`config.mk`:
```
export PLATFORM = sky130hd
export DESIGN_NAME = cubic_trajectory_velocity
export DESIGN_NICKNAME = d
export VERILOG_FILES = /design/src/rtl/core/ctv_pkg.sv /design/src/rtl/core/ctv_div.sv /design/src/rtl/core/ctv_mul.sv /design/src/rtl/core/cubic_trajectory_velocity.sv
export SDC_FILE = /design/constraint.sdc
export NUM_CORES = 2
export LEC_CHECK = 0
export BUFFER_PORTS_ARGS = -buffer_cell sky130_fd_sc_hd__clkbuf_2
export CAP_MARGIN = 10
export CORE_MARGIN = 5
export CORE_UTILIZATION = 55
export CTS_BUF_LIST = sky130_fd_sc_hd__clkbuf_16
export CTS_CLUSTER_SIZE = 40
export DETAILED_ROUTE_END_ITERATION = 16
export PLACE_DENSITY = 0.73
export SYNTH_ARGS = -nofsm -noshare
export SYNTH_HDL_FRONTEND = slang
export SYNTH_SLANG_ARGS = --single-unit
```
`constraint.sdc`:
```
create_clock -name clk -period 32.2 [get_ports clk]
set_input_delay 6.44 -clock clk [delete_from_list [all_inputs] [get_ports clk]]
set_output_delay 6.44 -clock clk [all_outputs]
set_load 0.01 [all_outputs]
```
`src/rtl/core/ctv_pkg.sv`:
```
// ----------------------------------------------------------------------------
// ctv_pkg
// Shared constants and types for the cubic trajectory velocity block.
// ----------------------------------------------------------------------------
`default_nettype none

package ctv_pkg;

    // Command codes on the input channel.
    localparam logic CMD_LOAD = 1'b0;
    localparam logic CMD_EVAL = 1'b1;

    // Milliseconds per second times six, used in the c2/c3 solve.
    localparam int unsigned SIX_K = 6000;

    // Width of the signed working values (magnitude saturates at 2^62).
    localparam int ACC_W = 64;

    // Request to the shift-and-add multiplier.
    typedef struct packed {
        logic        start;
        logic [63:0] mag_a;   // magnitude of the multiplicand
        logic [47:0] r;       // unsigned Q.32 multiplier, t/T up to 65535
    } ctv_mul_req_t;

    // Request to the restoring divider.
    typedef struct packed {
        logic        start;
        logic [63:0] num;
        logic [63:0] den;
    } ctv_div_req_t;

endpackage

`default_nettype wire

```
`src/rtl/core/ctv_div.sv`:
```
// ----------------------------------------------------------------------------
// ctv_div
// Bit-serial restoring divider, one quotient bit per cycle.
// ----------------------------------------------------------------------------
`default_nettype none

module ctv_div
    import ctv_pkg::*;
(
    input  wire logic         clk,
    input  wire logic         rst_n,
    input  wire ctv_div_req_t req,
    output logic              done,
    output logic [63:0]       quot
);

    logic [63:0] num_reg, num_next;
    logic [63:0] den_reg, den_next;
    logic [64:0] rem_reg, rem_next;
    logic [63:0] q_reg, q_next;
    logic [6:0]  cnt_reg, cnt_next;
    logic        busy_reg, busy_next;
    logic        done_reg, done_next;
    logic [64:0] shifted;
    logic [64:0] diff;

    // One restoring step: shift in the next dividend bit and try a subtract.
    always_comb
    begin
        shifted   = {rem_reg[63:0], num_reg[63]};
        diff      = shifted - {1'b0, den_reg};
        num_next  = num_reg;
        den_next  = den_reg;
        rem_next  = rem_reg;
        q_next    = q_reg;
        cnt_next  = cnt_reg;
        busy_next = busy_reg;
        done_next = 1'b0;
        if (req.start)
        begin
            num_next  = req.num;
            den_next  = req.den;
            rem_next  = '0;
            q_next    = '0;
            cnt_next  = 7'd0;
            busy_next = 1'b1;
        end
        else if (busy_reg)
        begin
            num_next = {num_reg[62:0], 1'b0};
            if (!diff[64])
            begin
                rem_next = diff;
                q_next   = {q_reg[62:0], 1'b1};
            end
            else
            begin
                rem_next = shifted;
                q_next   = {q_reg[62:0], 1'b0};
            end
            cnt_next = cnt_reg + 7'd1;
            if (cnt_reg == 7'd63)
            begin
                busy_next = 1'b0;
                done_next = 1'b1;
            end
        end
    end

    always_ff @(posedge clk or negedge rst_n)
    begin
        if (!rst_n)
        begin
            busy_reg <= 1'b0;
            done_reg <= 1'b0;
            cnt_reg  <= '0;
        end
        else
        begin
            busy_reg <= busy_next;
            done_reg <= done_next;
            cnt_reg  <= cnt_next;
        end
    end

    always_ff @(posedge clk)
    begin
        num_reg <= num_next;
        den_reg <= den_next;
        rem_reg <= rem_next;
        q_reg   <= q_next;
    end

    assign done = done_reg;
    assign quot = q_reg;

endmodule

`default_nettype wire

```
`src/rtl/core/ctv_mul.sv`:
```
// ----------------------------------------------------------------------------
// ctv_mul
// Bit-serial multiplier of a 64-bit magnitude by an unsigned Q.32 factor,
// rounded to nearest and saturated to 2^62.
// ----------------------------------------------------------------------------
`default_nettype none

module ctv_mul
    import ctv_pkg::*;
(
    input  wire logic         clk,
    input  wire logic         rst_n,
    input  wire ctv_mul_req_t req,
    output logic              done,
    output logic [63:0]       prod
);

    // Accumulator holds the full product; r is consumed MSB first.
    logic [111:0] acc_reg, acc_next;
    logic [63:0]  a_reg, a_next;
    logic [47:0]  r_reg, r_next;
    logic [5:0]   cnt_reg, cnt_next;
    logic         busy_reg, busy_next;
    logic         done_reg, done_next;
    logic [111:0] rounded;
    logic [79:0]  upper;

    always_comb
    begin
        acc_next  = acc_reg;
        a_next    = a_reg;
        r_next    = r_reg;
        cnt_next  = cnt_reg;
        busy_next = busy_reg;
        done_next = 1'b0;
        if (req.start)
        begin
            acc_next  = '0;
            a_next    = req.mag_a;
            r_next    = req.r;
            cnt_next  = '0;
            busy_next = 1'b1;
        end
        else if (busy_reg)
        begin
            acc_next = {acc_reg[110:0], 1'b0} + (r_reg[47] ? {48'd0, a_reg} : 112'd0);
            r_next   = {r_reg[46:0], 1'b0};
            cnt_next = cnt_reg + 6'd1;
            if (cnt_reg == 6'd47)
            begin
                busy_next = 1'b0;
                done_next = 1'b1;
            end
        end
    end

    always_ff @(posedge clk or negedge rst_n)
    begin
        if (!rst_n)
        begin
            busy_reg <= 1'b0;
            done_reg <= 1'b0;
            cnt_reg  <= '0;
        end
        else
        begin
            busy_reg <= busy_next;
            done_reg <= done_next;
            cnt_reg  <= cnt_next;
        end
    end

    always_ff @(posedge clk)
    begin
        acc_reg <= acc_next;
        a_reg   <= a_next;
        r_reg   <= r_next;
    end

    // Round at bit 31 and saturate the result to 2^62.
    assign rounded = acc_reg + 112'h8000_0000;
    assign upper   = rounded[111:32];
    assign prod    = (upper > 80'h4000_0000_0000_0000) ? 64'h4000_0000_0000_0000
                                                       : upper[63:0];
    assign done    = done_reg;

endmodule

`default_nettype wire

```
`src/rtl/core/cubic_trajectory_velocity.sv`:
```
// ----------------------------------------------------------------------------
// cubic_trajectory_velocity
// Three-axis cubic trajectory planner: loads per-axis coefficients and
// evaluates the velocity of all axes at a given time.
//
//  channel | dir | handshake        | payload
//  in      | in  | valid / ready    | cmd axis start_pos start_vel end_pos
//          |     |                  | end_vel duration_ms time_ms
//  out     | out | out_valid/ready  | vel_x vel_y vel_z
//
// A load goes through the transfer, one 64-step pass of the serial
// divider and the store write.
// An evaluate runs one divide for t/T and two 48-step passes of the serial
// multiplier for each loaded axis; an unloaded or missing axis skips them.
// Axes run one after another.
// Reset clears the coefficient store at once (it is a set of registers).
// One item is in work at a time; a waiting result holds off the next item.
// ----------------------------------------------------------------------------
`default_nettype none

module cubic_trajectory_velocity
    import ctv_pkg::*;
#(
    parameter int AXES      = 3,
    parameter int FRAC_BITS = 16
)
(
    input  wire logic               clk,
    input  wire logic               rst_n,
    input  wire logic               valid,
    output logic                    ready,
    input  wire logic               cmd,
    input  wire logic [1:0]         axis,
    input  wire logic signed [15:0] start_pos,
    input  wire logic signed [15:0] start_vel,
    input  wire logic signed [15:0] end_pos,
    input  wire logic signed [15:0] end_vel,
    input  wire logic [15:0]        duration_ms,
    input  wire logic [15:0]        time_ms,
    output logic                    out_valid,
    input  wire logic               out_ready,
    output logic signed [31:0]      vel_x,
    output logic signed [31:0]      vel_y,
    output logic signed [31:0]      vel_z
);

    localparam int AX_W = (AXES > 1) ? $clog2(AXES) : 1;
    localparam logic signed [63:0] SAT = 64'sh4000_0000_0000_0000;

    // Sequencer codes.
    localparam logic [3:0] ST_IDLE  = 4'd0;
    localparam logic [3:0] ST_LDIV  = 4'd1;
    localparam logic [3:0] ST_EAX   = 4'd2;
    localparam logic [3:0] ST_EDIV  = 4'd3;
    localparam logic [3:0] ST_EM1   = 4'd4;
    localparam logic [3:0] ST_EM2   = 4'd5;
    localparam logic [3:0] ST_ENEXT = 4'd6;
    localparam logic [3:0] ST_OUT   = 4'd7;

    logic [3:0] state_reg, state_next;

    // Coefficient store, one set per axis.
    logic [15:0]        v0_reg [AXES];
    logic [15:0]        t_reg  [AXES];
    logic signed [63:0] c2_reg [AXES];
    logic signed [63:0] c3_reg [AXES];

    // Latched input item.
    logic [AX_W-1:0]    ax_reg;
    logic               ldok_reg;
    logic signed [15:0] lv0_reg, lvf_reg;
    logic [15:0]        ldur_reg;
    logic               dneg_reg;
    logic [15:0]        tm_reg;
    logic [2:0]         eix_reg;
    logic [47:0]        r_reg;
    logic signed [63:0] inner_reg;
    logic signed [31:0] vel_reg [3];

    ctv_div_req_t dreq;
    ctv_mul_req_t mreq;
    logic        ddone, mdone;
    logic [63:0] dquot, mprod;

    ctv_div u_div (.clk(clk), .rst_n(rst_n), .req(dreq), .done(ddone), .quot(dquot));
    ctv_mul u_mul (.clk(clk), .rst_n(rst_n), .req(mreq), .done(mdone), .prod(mprod));

    logic               accept;
    logic               ax_live;
    logic signed [16:0] dpos;
    logic [16:0]        dmag;
    logic [15:0]        tfix;
    logic [AX_W-1:0]    eax;
    logic signed [63:0] mres;
    logic signed [63:0] sum;
    logic signed [63:0] clampd;
    logic signed [63:0] qs;
    logic signed [63:0] one_v0, one_vf;
    logic signed [63:0] fin;
    logic [63:0]        fmag;
    logic [63:0]        fmag2;
    logic [31:0]        fq;
    logic               fneg;

    assign ready   = (state_reg == ST_IDLE);
    assign accept  = valid && ready;
    assign dpos    = 17'(end_pos) - 17'(start_pos);
    assign dmag    = dpos[16] ? 17'(-dpos) : 17'(dpos);
    assign tfix    = (duration_ms == 16'd0) ? 16'd1 : duration_ms;
    assign eax     = eix_reg[AX_W-1:0];
    // The current output field maps to an axis that exists.
    assign ax_live = (eix_reg != 3'd3) && (32'(eix_reg) < AXES);

    // Signed view of the multiplier output for the current operand sign.
    assign mres = (state_reg == ST_EM1 ? c3_reg[eax][63] : inner_reg[63])
                  ? -$signed(mprod) : $signed(mprod);

    always_comb
    begin
        if (state_reg == ST_EM1)
            sum = c2_reg[eax] + mres;
        else
            sum = ($signed(64'(signed'(v0_reg[eax]))) <<< FRAC_BITS) + mres;
        clampd = (sum > SAT) ? SAT : ((sum < -SAT) ? -SAT : sum);
    end

    // Final rounding to Q16.16 with saturation.
    always_comb
    begin
        fin   = clampd;
        fneg  = fin[63];
        fmag  = fneg ? 64'(-fin) : 64'(fin);
        fmag2 = fmag;
        if (FRAC_BITS > 16)
            fmag2 = (fmag + (64'd1 << (FRAC_BITS - 17))) >> (FRAC_BITS - 16);
        else if (FRAC_BITS < 16)
            fmag2 = (fmag > (64'h8000_0000 >> (16 - FRAC_BITS))) ? 64'h8000_0000
                    : (fmag << (16 - FRAC_BITS));
        if (!fneg && fmag2 > 64'h7FFF_FFFF)
            fmag2 = 64'h7FFF_FFFF;
        if (fneg && fmag2 > 64'h8000_0000)
            fmag2 = 64'h8000_0000;
        fq = fneg ? 32'(-fmag2) : fmag2[31:0];
    end

    // Load results: q from the divider, then c2 and c3.
    assign qs     = dneg_reg ? -$signed(dquot) : $signed(dquot);
    assign one_v0 = $signed(64'(signed'(lv0_reg))) <<< FRAC_BITS;
    assign one_vf = $signed(64'(signed'(lvf_reg))) <<< FRAC_BITS;

    // Requests to the shared units.
    always_comb
    begin
        dreq       = '0;
        mreq       = '0;
        if (accept && cmd == CMD_LOAD)
        begin
            dreq.start = 1'b1;
            dreq.num   = ((64'(SIX_K) * 64'(dmag)) << (FRAC_BITS + 1)) + 64'(tfix);
            dreq.den   = {47'd0, tfix, 1'b0};
        end
        else if (state_reg == ST_EAX && ax_live && t_reg[eax] != 16'd0)
        begin
            dreq.start = 1'b1;
            dreq.num   = (64'(tm_reg) << 33) + 64'(t_reg[eax]);
            dreq.den   = {47'd0, t_reg[eax], 1'b0};
        end
        if (state_reg == ST_EDIV && ddone)
        begin
            mreq.start = 1'b1;
            mreq.mag_a = c3_reg[eax][63] ? 64'(-c3_reg[eax]) : 64'(c3_reg[eax]);
            mreq.r     = dquot[47:0];
        end
        else if (state_reg == ST_EM1 && mdone)
        begin
            mreq.start = 1'b1;
            mreq.mag_a = clampd[63] ? 64'(-clampd) : 64'(clampd);
            mreq.r     = r_reg;
        end
    end

    // Sequencer.
    always_comb
    begin
        state_next = state_reg;
        unique case (state_reg)
            ST_IDLE:
            begin
                if (accept)
                begin
                    if (cmd == CMD_LOAD)
                        state_next = ST_LDIV;
                    else
                        state_next = ST_EAX;
                end
            end
            ST_LDIV:  if (ddone) state_next = ST_IDLE;
            ST_EAX:
            begin
                if (eix_reg == 3'd3)
                    state_next = ST_OUT;
                else if (!ax_live || t_reg[eax] == 16'd0)
                    state_next = ST_ENEXT;
                else
                    state_next = ST_EDIV;
            end
            ST_EDIV:  if (ddone) state_next = ST_EM1;
            ST_EM1:   if (mdone) state_next = ST_EM2;
            ST_EM2:   if (mdone) state_next = ST_ENEXT;
            ST_ENEXT: state_next = ST_EAX;
            ST_OUT:   if (out_ready) state_next = ST_IDLE;
            default:  state_next = ST_IDLE;
        endcase
    end

    always_ff @(posedge clk or negedge rst_n)
    begin
        if (!rst_n)
        begin
            state_reg <= ST_IDLE;
            for (int i = 0; i < AXES; i++)
            begin
                v0_reg[i] <= '0;
                t_reg[i]  <= '0;
                c2_reg[i] <= '0;
                c3_reg[i] <= '0;
            end
        end
        else
        begin
            state_reg <= state_next;
            // A load naming an axis that does not exist leaves the store alone.
            if (state_reg == ST_LDIV && ddone && ldok_reg)
            begin
                v0_reg[ax_reg] <= lv0_reg;
                t_reg[ax_reg]  <= ldur_reg;
                c2_reg[ax_reg] <= qs - (one_v0 <<< 2) - (one_vf <<< 1);
                c3_reg[ax_reg] <= -qs + 3 * (one_v0 + one_vf);
            end
        end
    end

    // Item and per-axis working registers.
    always_ff @(posedge clk)
    begin
        if (accept)
        begin
            lv0_reg  <= start_vel;
            lvf_reg  <= end_vel;
            ldur_reg <= tfix;
            dneg_reg <= dpos[16];
            tm_reg   <= time_ms;
            eix_reg  <= '0;
            ax_reg   <= axis[AX_W-1:0];
            ldok_reg <= (32'(axis) < AXES) && (axis != 2'd3);
        end
        if (state_reg == ST_EDIV && ddone)
            r_reg <= dquot[47:0];
        if (state_reg == ST_EM1 && mdone)
            inner_reg <= clampd;
        if (state_reg == ST_EM2 && mdone)
            vel_reg[eix_reg[1:0]] <= fq;
        if (state_reg == ST_EAX && eix_reg != 3'd3 &&
            (!ax_live || t_reg[eax] == 16'd0))
            vel_reg[eix_reg[1:0]] <= !ax_live ? 32'd0
                                     : 32'(signed'(v0_reg[eax])) <<< 16;
        if (state_reg == ST_ENEXT)
            eix_reg <= eix_reg + 3'd1;
    end

    assign out_valid = (state_reg == ST_OUT);
    assign vel_x     = vel_reg[0];
    assign vel_y     = vel_reg[1];
    assign vel_z     = vel_reg[2];

    // Assertions.
    a_ready_idle: assert property (@(posedge clk) disable iff (!rst_n)
        out_valid |-> !ready) else $error("ready while result pending");
    a_out_hold: assert property (@(posedge clk) disable iff (!rst_n)
        out_valid && !out_ready |=> out_valid) else $error("result dropped");
    a_eval_done: assert property (@(posedge clk) disable iff (!rst_n)
        $rose(out_valid) |-> $past(state_reg) == ST_EAX) else $error("bad result path");

endmodule

`default_nettype wire

```
==> run_results.csv <==
group,metric,value,unit
run_status,run_status,"finished clean",
global_route,first_global_vias,68800,
clock_tree,path_clk_slew,60,ps
clock_tree,number_of_buffers_between_clock_root_and_the_deepest_sink,3,
floorplanning,full_die_area,157000,µm²
drt,dr.pass1.iters,9,
timing,final_tns_setup,0,ps
place,placed_cell_area,84700,µm²
synthesis,syn_nets,10300,
place,placement.setup.worst_slack,11890,ps
drt,post_drt_via_cell_ratio,6.16,
synthesis,synth.cell_area,82300,µm²
floorplanning,initial_utilization,55.1,%
final_layout,num-fill-cells,13000,
timing,hold_violations,0,
timing,maxClockFrequency,47.9,MHz
worst_setup_path,crit_path_start_kind,"flip-flop",
worst_setup_path,timing.critical_path.mode_cell,"sky130_fd_sc_hd__ha_1",
clock_tree,cts-buffers-inserted,130,
timing,skew,40.4,ps
floorplanning,floorplan.io_pins,201,
final_layout,drive_gt1_share,7.35,%
clock_tree,cts_hold_repair.buffers,0,
flow_run,max_cap_viol_count,0,
worst_setup_path,slowest_stage,"sky130_fd_sc_hd__and2_1",
clock_tree,setup_fix_buffers_added_after_clock_tree_synthesis,0,
worst_setup_path,critical_path_class,"reg -> reg",
place,port_buffers,200,
synthesis,synth_top_flop_cell,"sky130_fd_sc_hd__dfrtp_1",
timing,timing_worst_slew_pin_value,1300,ps
synthesis,yosys.area.top_type_share,15.2,%
synthesis,post_synth_main_area_contributors,"sky130_fd_sc_hd__dfrtp_1 (15%), sky130_fd_sc_hd__edfxtp_1 (15%), sky130_fd_sc_hd__nand2_1 (8.6%)",
drt,wl_per_cell,22.9,µm
timing,grt_setup_unrepaired,"no",
global_route,grt_max_degree,103,
drt,num_vias,71500,
synthesis,synth_edf_count,408,
synthesis,synthesized_area_divided_by_synthesized_cell_count,8.55,µm²
worst_setup_path,critical_path_buf_inv_count,3,
synthesis,synth.lib_cells_used.distinct,128,
synthesis,yosysWarningCount,0,
final_layout,layout.cells.most_common_list,"sky130_fd_sc_hd__nand2_1 (1882), sky130_fd_sc_hd__nor2_1 (674), sky130_fd_sc_hd__o21ai_0 (566), sky130_fd_sc_hd__dfrtp_1 (498), sky130_fd_sc_hd__inv_1 (489)",
floorplanning,placement_rows,142,
global_route,gr-total-overflow,0,
final_layout,layout.cells.most_common,"sky130_fd_sc_hd__nand2_1",
timing,finalCriticalPeriod,20870,ps
floorplanning,core_area,149000,µm²
worst_setup_path,critical_path.top_delay_family,"simple AND/OR/NAND/NOR gates",
global_route,grt_pass1_wl,409,mm
worst_setup_path,timing.critical_path.arrival,21420,ps
clock_tree,clock_tree.htree_level_count,4,
place,gp_routability_congestion,1.02,
worst_setup_path,cpPeakStageDelay,840,ps
timing,setup_slack,11330,ps
timing,finalMaxSlewViolations,0,
final_layout,area_growth_syn_to_layout,8.20,%
timing,setup_viol_count_final,0,
synthesis,ys_async_rst_share,43.6,%
global_route,track_usage,33.0,%
worst_setup_path,worst-path-max-fanout,22,
drt,routed_wl,266,mm
synthesis,syn-instance-count,9619,
synthesis,synth_largest_area_cell,"sky130_fd_sc_hd__dfrtp_1",
final_layout,post_route_cell_area,89000,µm²
place,dpl.hpwl,197,mm
worst_setup_path,cp.required,32740,ps
drt,drt_drc_violations_left,0,
timing,post-route-period-util,64.8,%
synthesis,synth.yosys.seq_area_share,35.9,%
clock_tree,cts_resized,0,
clock_tree,cts.sinks,1148,
synthesis,synth.ff_latch_count,1148,
clock_tree,cts.root.buffer_cell,"sky130_fd_sc_hd__clkbuf_16",
floorplanning,die_width,397,µm
global_route,antenna_found_initial,16,
drt,drtIter0Drc,7469,
final_layout,num-nets-final,10200,
clock_tree,clk_latency,800,ps
timing,max-slew-margin-rel,12.5,%
floorplanning,die_height,397,µm
worst_setup_path,timing.critical_path.to_type,"flip-flop",
clock_tree,cts_tree,"done",
drt,antenna_left,0,
min_path,min_path_type,"reg -> reg",
[stage by stage]
stage,hold slack [ps],util [%],instances
after floorplan,406,-,9619
final,470,59.7,11600
after global placement,450,56.7,11400
after detailed placement,456,56.7,11400
after global routing,480,59.7,11600
after CTS,469,59.7,11600
[cells by family (layout without fill, tap and decap cells)]
kind of cell    after synthesis  in the layout  share of synthesized area (%)
simple gates               3773           3773                           21.0
buf+inv                     999           1030                           4.67
other cells                   0              1                              0
fa+ha+maj                   584            584                           10.1
compound gates             2002           2002                           15.8
mux                         372            372                           4.59
flops                      1148           1148                           35.9
xor+xnor                    741            741                           7.89
[layout make-up]
class                      instances  area, µm²  share of cell area, %
antenna                            1       2.50                0.00281
clock buffer                     134       3350                   3.77
clock inverter                   107        993                   1.12
inverter                         480       1810                   2.03
multi-input combinational       7472      49000                   55.1
sequential                      1148      29600                   33.2
tap                             1944       2430                   2.73
timing repair buffer             309       1840                   2.07
[synth_stat cells (139+ instances only)]
cell and instances:
sky130_fd_sc_hd__nor3_1 184, sky130_fd_sc_hd__nand3_1 170, sky130_fd_sc_hd__clkbuf_1 427, sky130_fd_sc_hd__mux2i_1 331
sky130_fd_sc_hd__xor2_1 264, sky130_fd_sc_hd__and2_1 139, sky130_fd_sc_hd__ha_1 444, sky130_fd_sc_hd__a21o_1 158
sky130_fd_sc_hd__dfrtp_1 500, sky130_fd_sc_hd__inv_1 471, sky130_fd_sc_hd__xnor2_1 477, sky130_fd_sc_hd__o21ai_0 569
sky130_fd_sc_hd__a21oi_1 414, sky130_fd_sc_hd__nand2_1 1887, sky130_fd_sc_hd__edfxtp_1 408, sky130_fd_sc_hd__nor2_1 679
sky130_fd_sc_hd__fa_1 139, sky130_fd_sc_hd__dfxtp_1 240
[worst reg2reg max path: cells and delay by family (launching register included)]
| family | cells | cell delay (ps) |
|---|---|---|
| adder cells (fa/ha/maj) | 5 | 2450 |
| flip-flops | 1 | 480 |
| multiplexers | 1 | 100 |
| AND/OR/NAND/NOR | 30 | 10540 |
| XOR/XNOR | 2 | 300 |
| buffers and inverters | 3 | 940 |
| AO/OA/AOI/OAI | 20 | 5820 |
[routing by layer]
layer | global-route usage, % | up-vias | wire length, µm
met5 | 0 | - | 46
met4 | 11.2 | 6 | 9930
met3 | 5.13 | 520 | 19800
met2 | 53.3 | 2872 | 123000
met1 | 45.6 | 34600 | 113000
li1 | - | 33500 | -
[worst paths after layout]
kind	from	slack [ps]	to	cells past startpoint
max	u_mul.acc_reg[32]	11330	vel_reg[1][28]	61
max in group asynchronous	rst_n	22440	c3_reg[144]	5
min reg2reg	c3_reg[59]	470	c3_reg[59]	2
min	c3_reg[59]	470	c3_reg[59]	2
max reg2reg	u_mul.acc_reg[32]	11330	vel_reg[1][28]	61
min in group asynchronous	rst_n	5700	c2_reg[125]	1
Power is left out: the tool's default activity adds up to more than one toggle a clock period on the data nets, which glitch-free logic cannot reach.
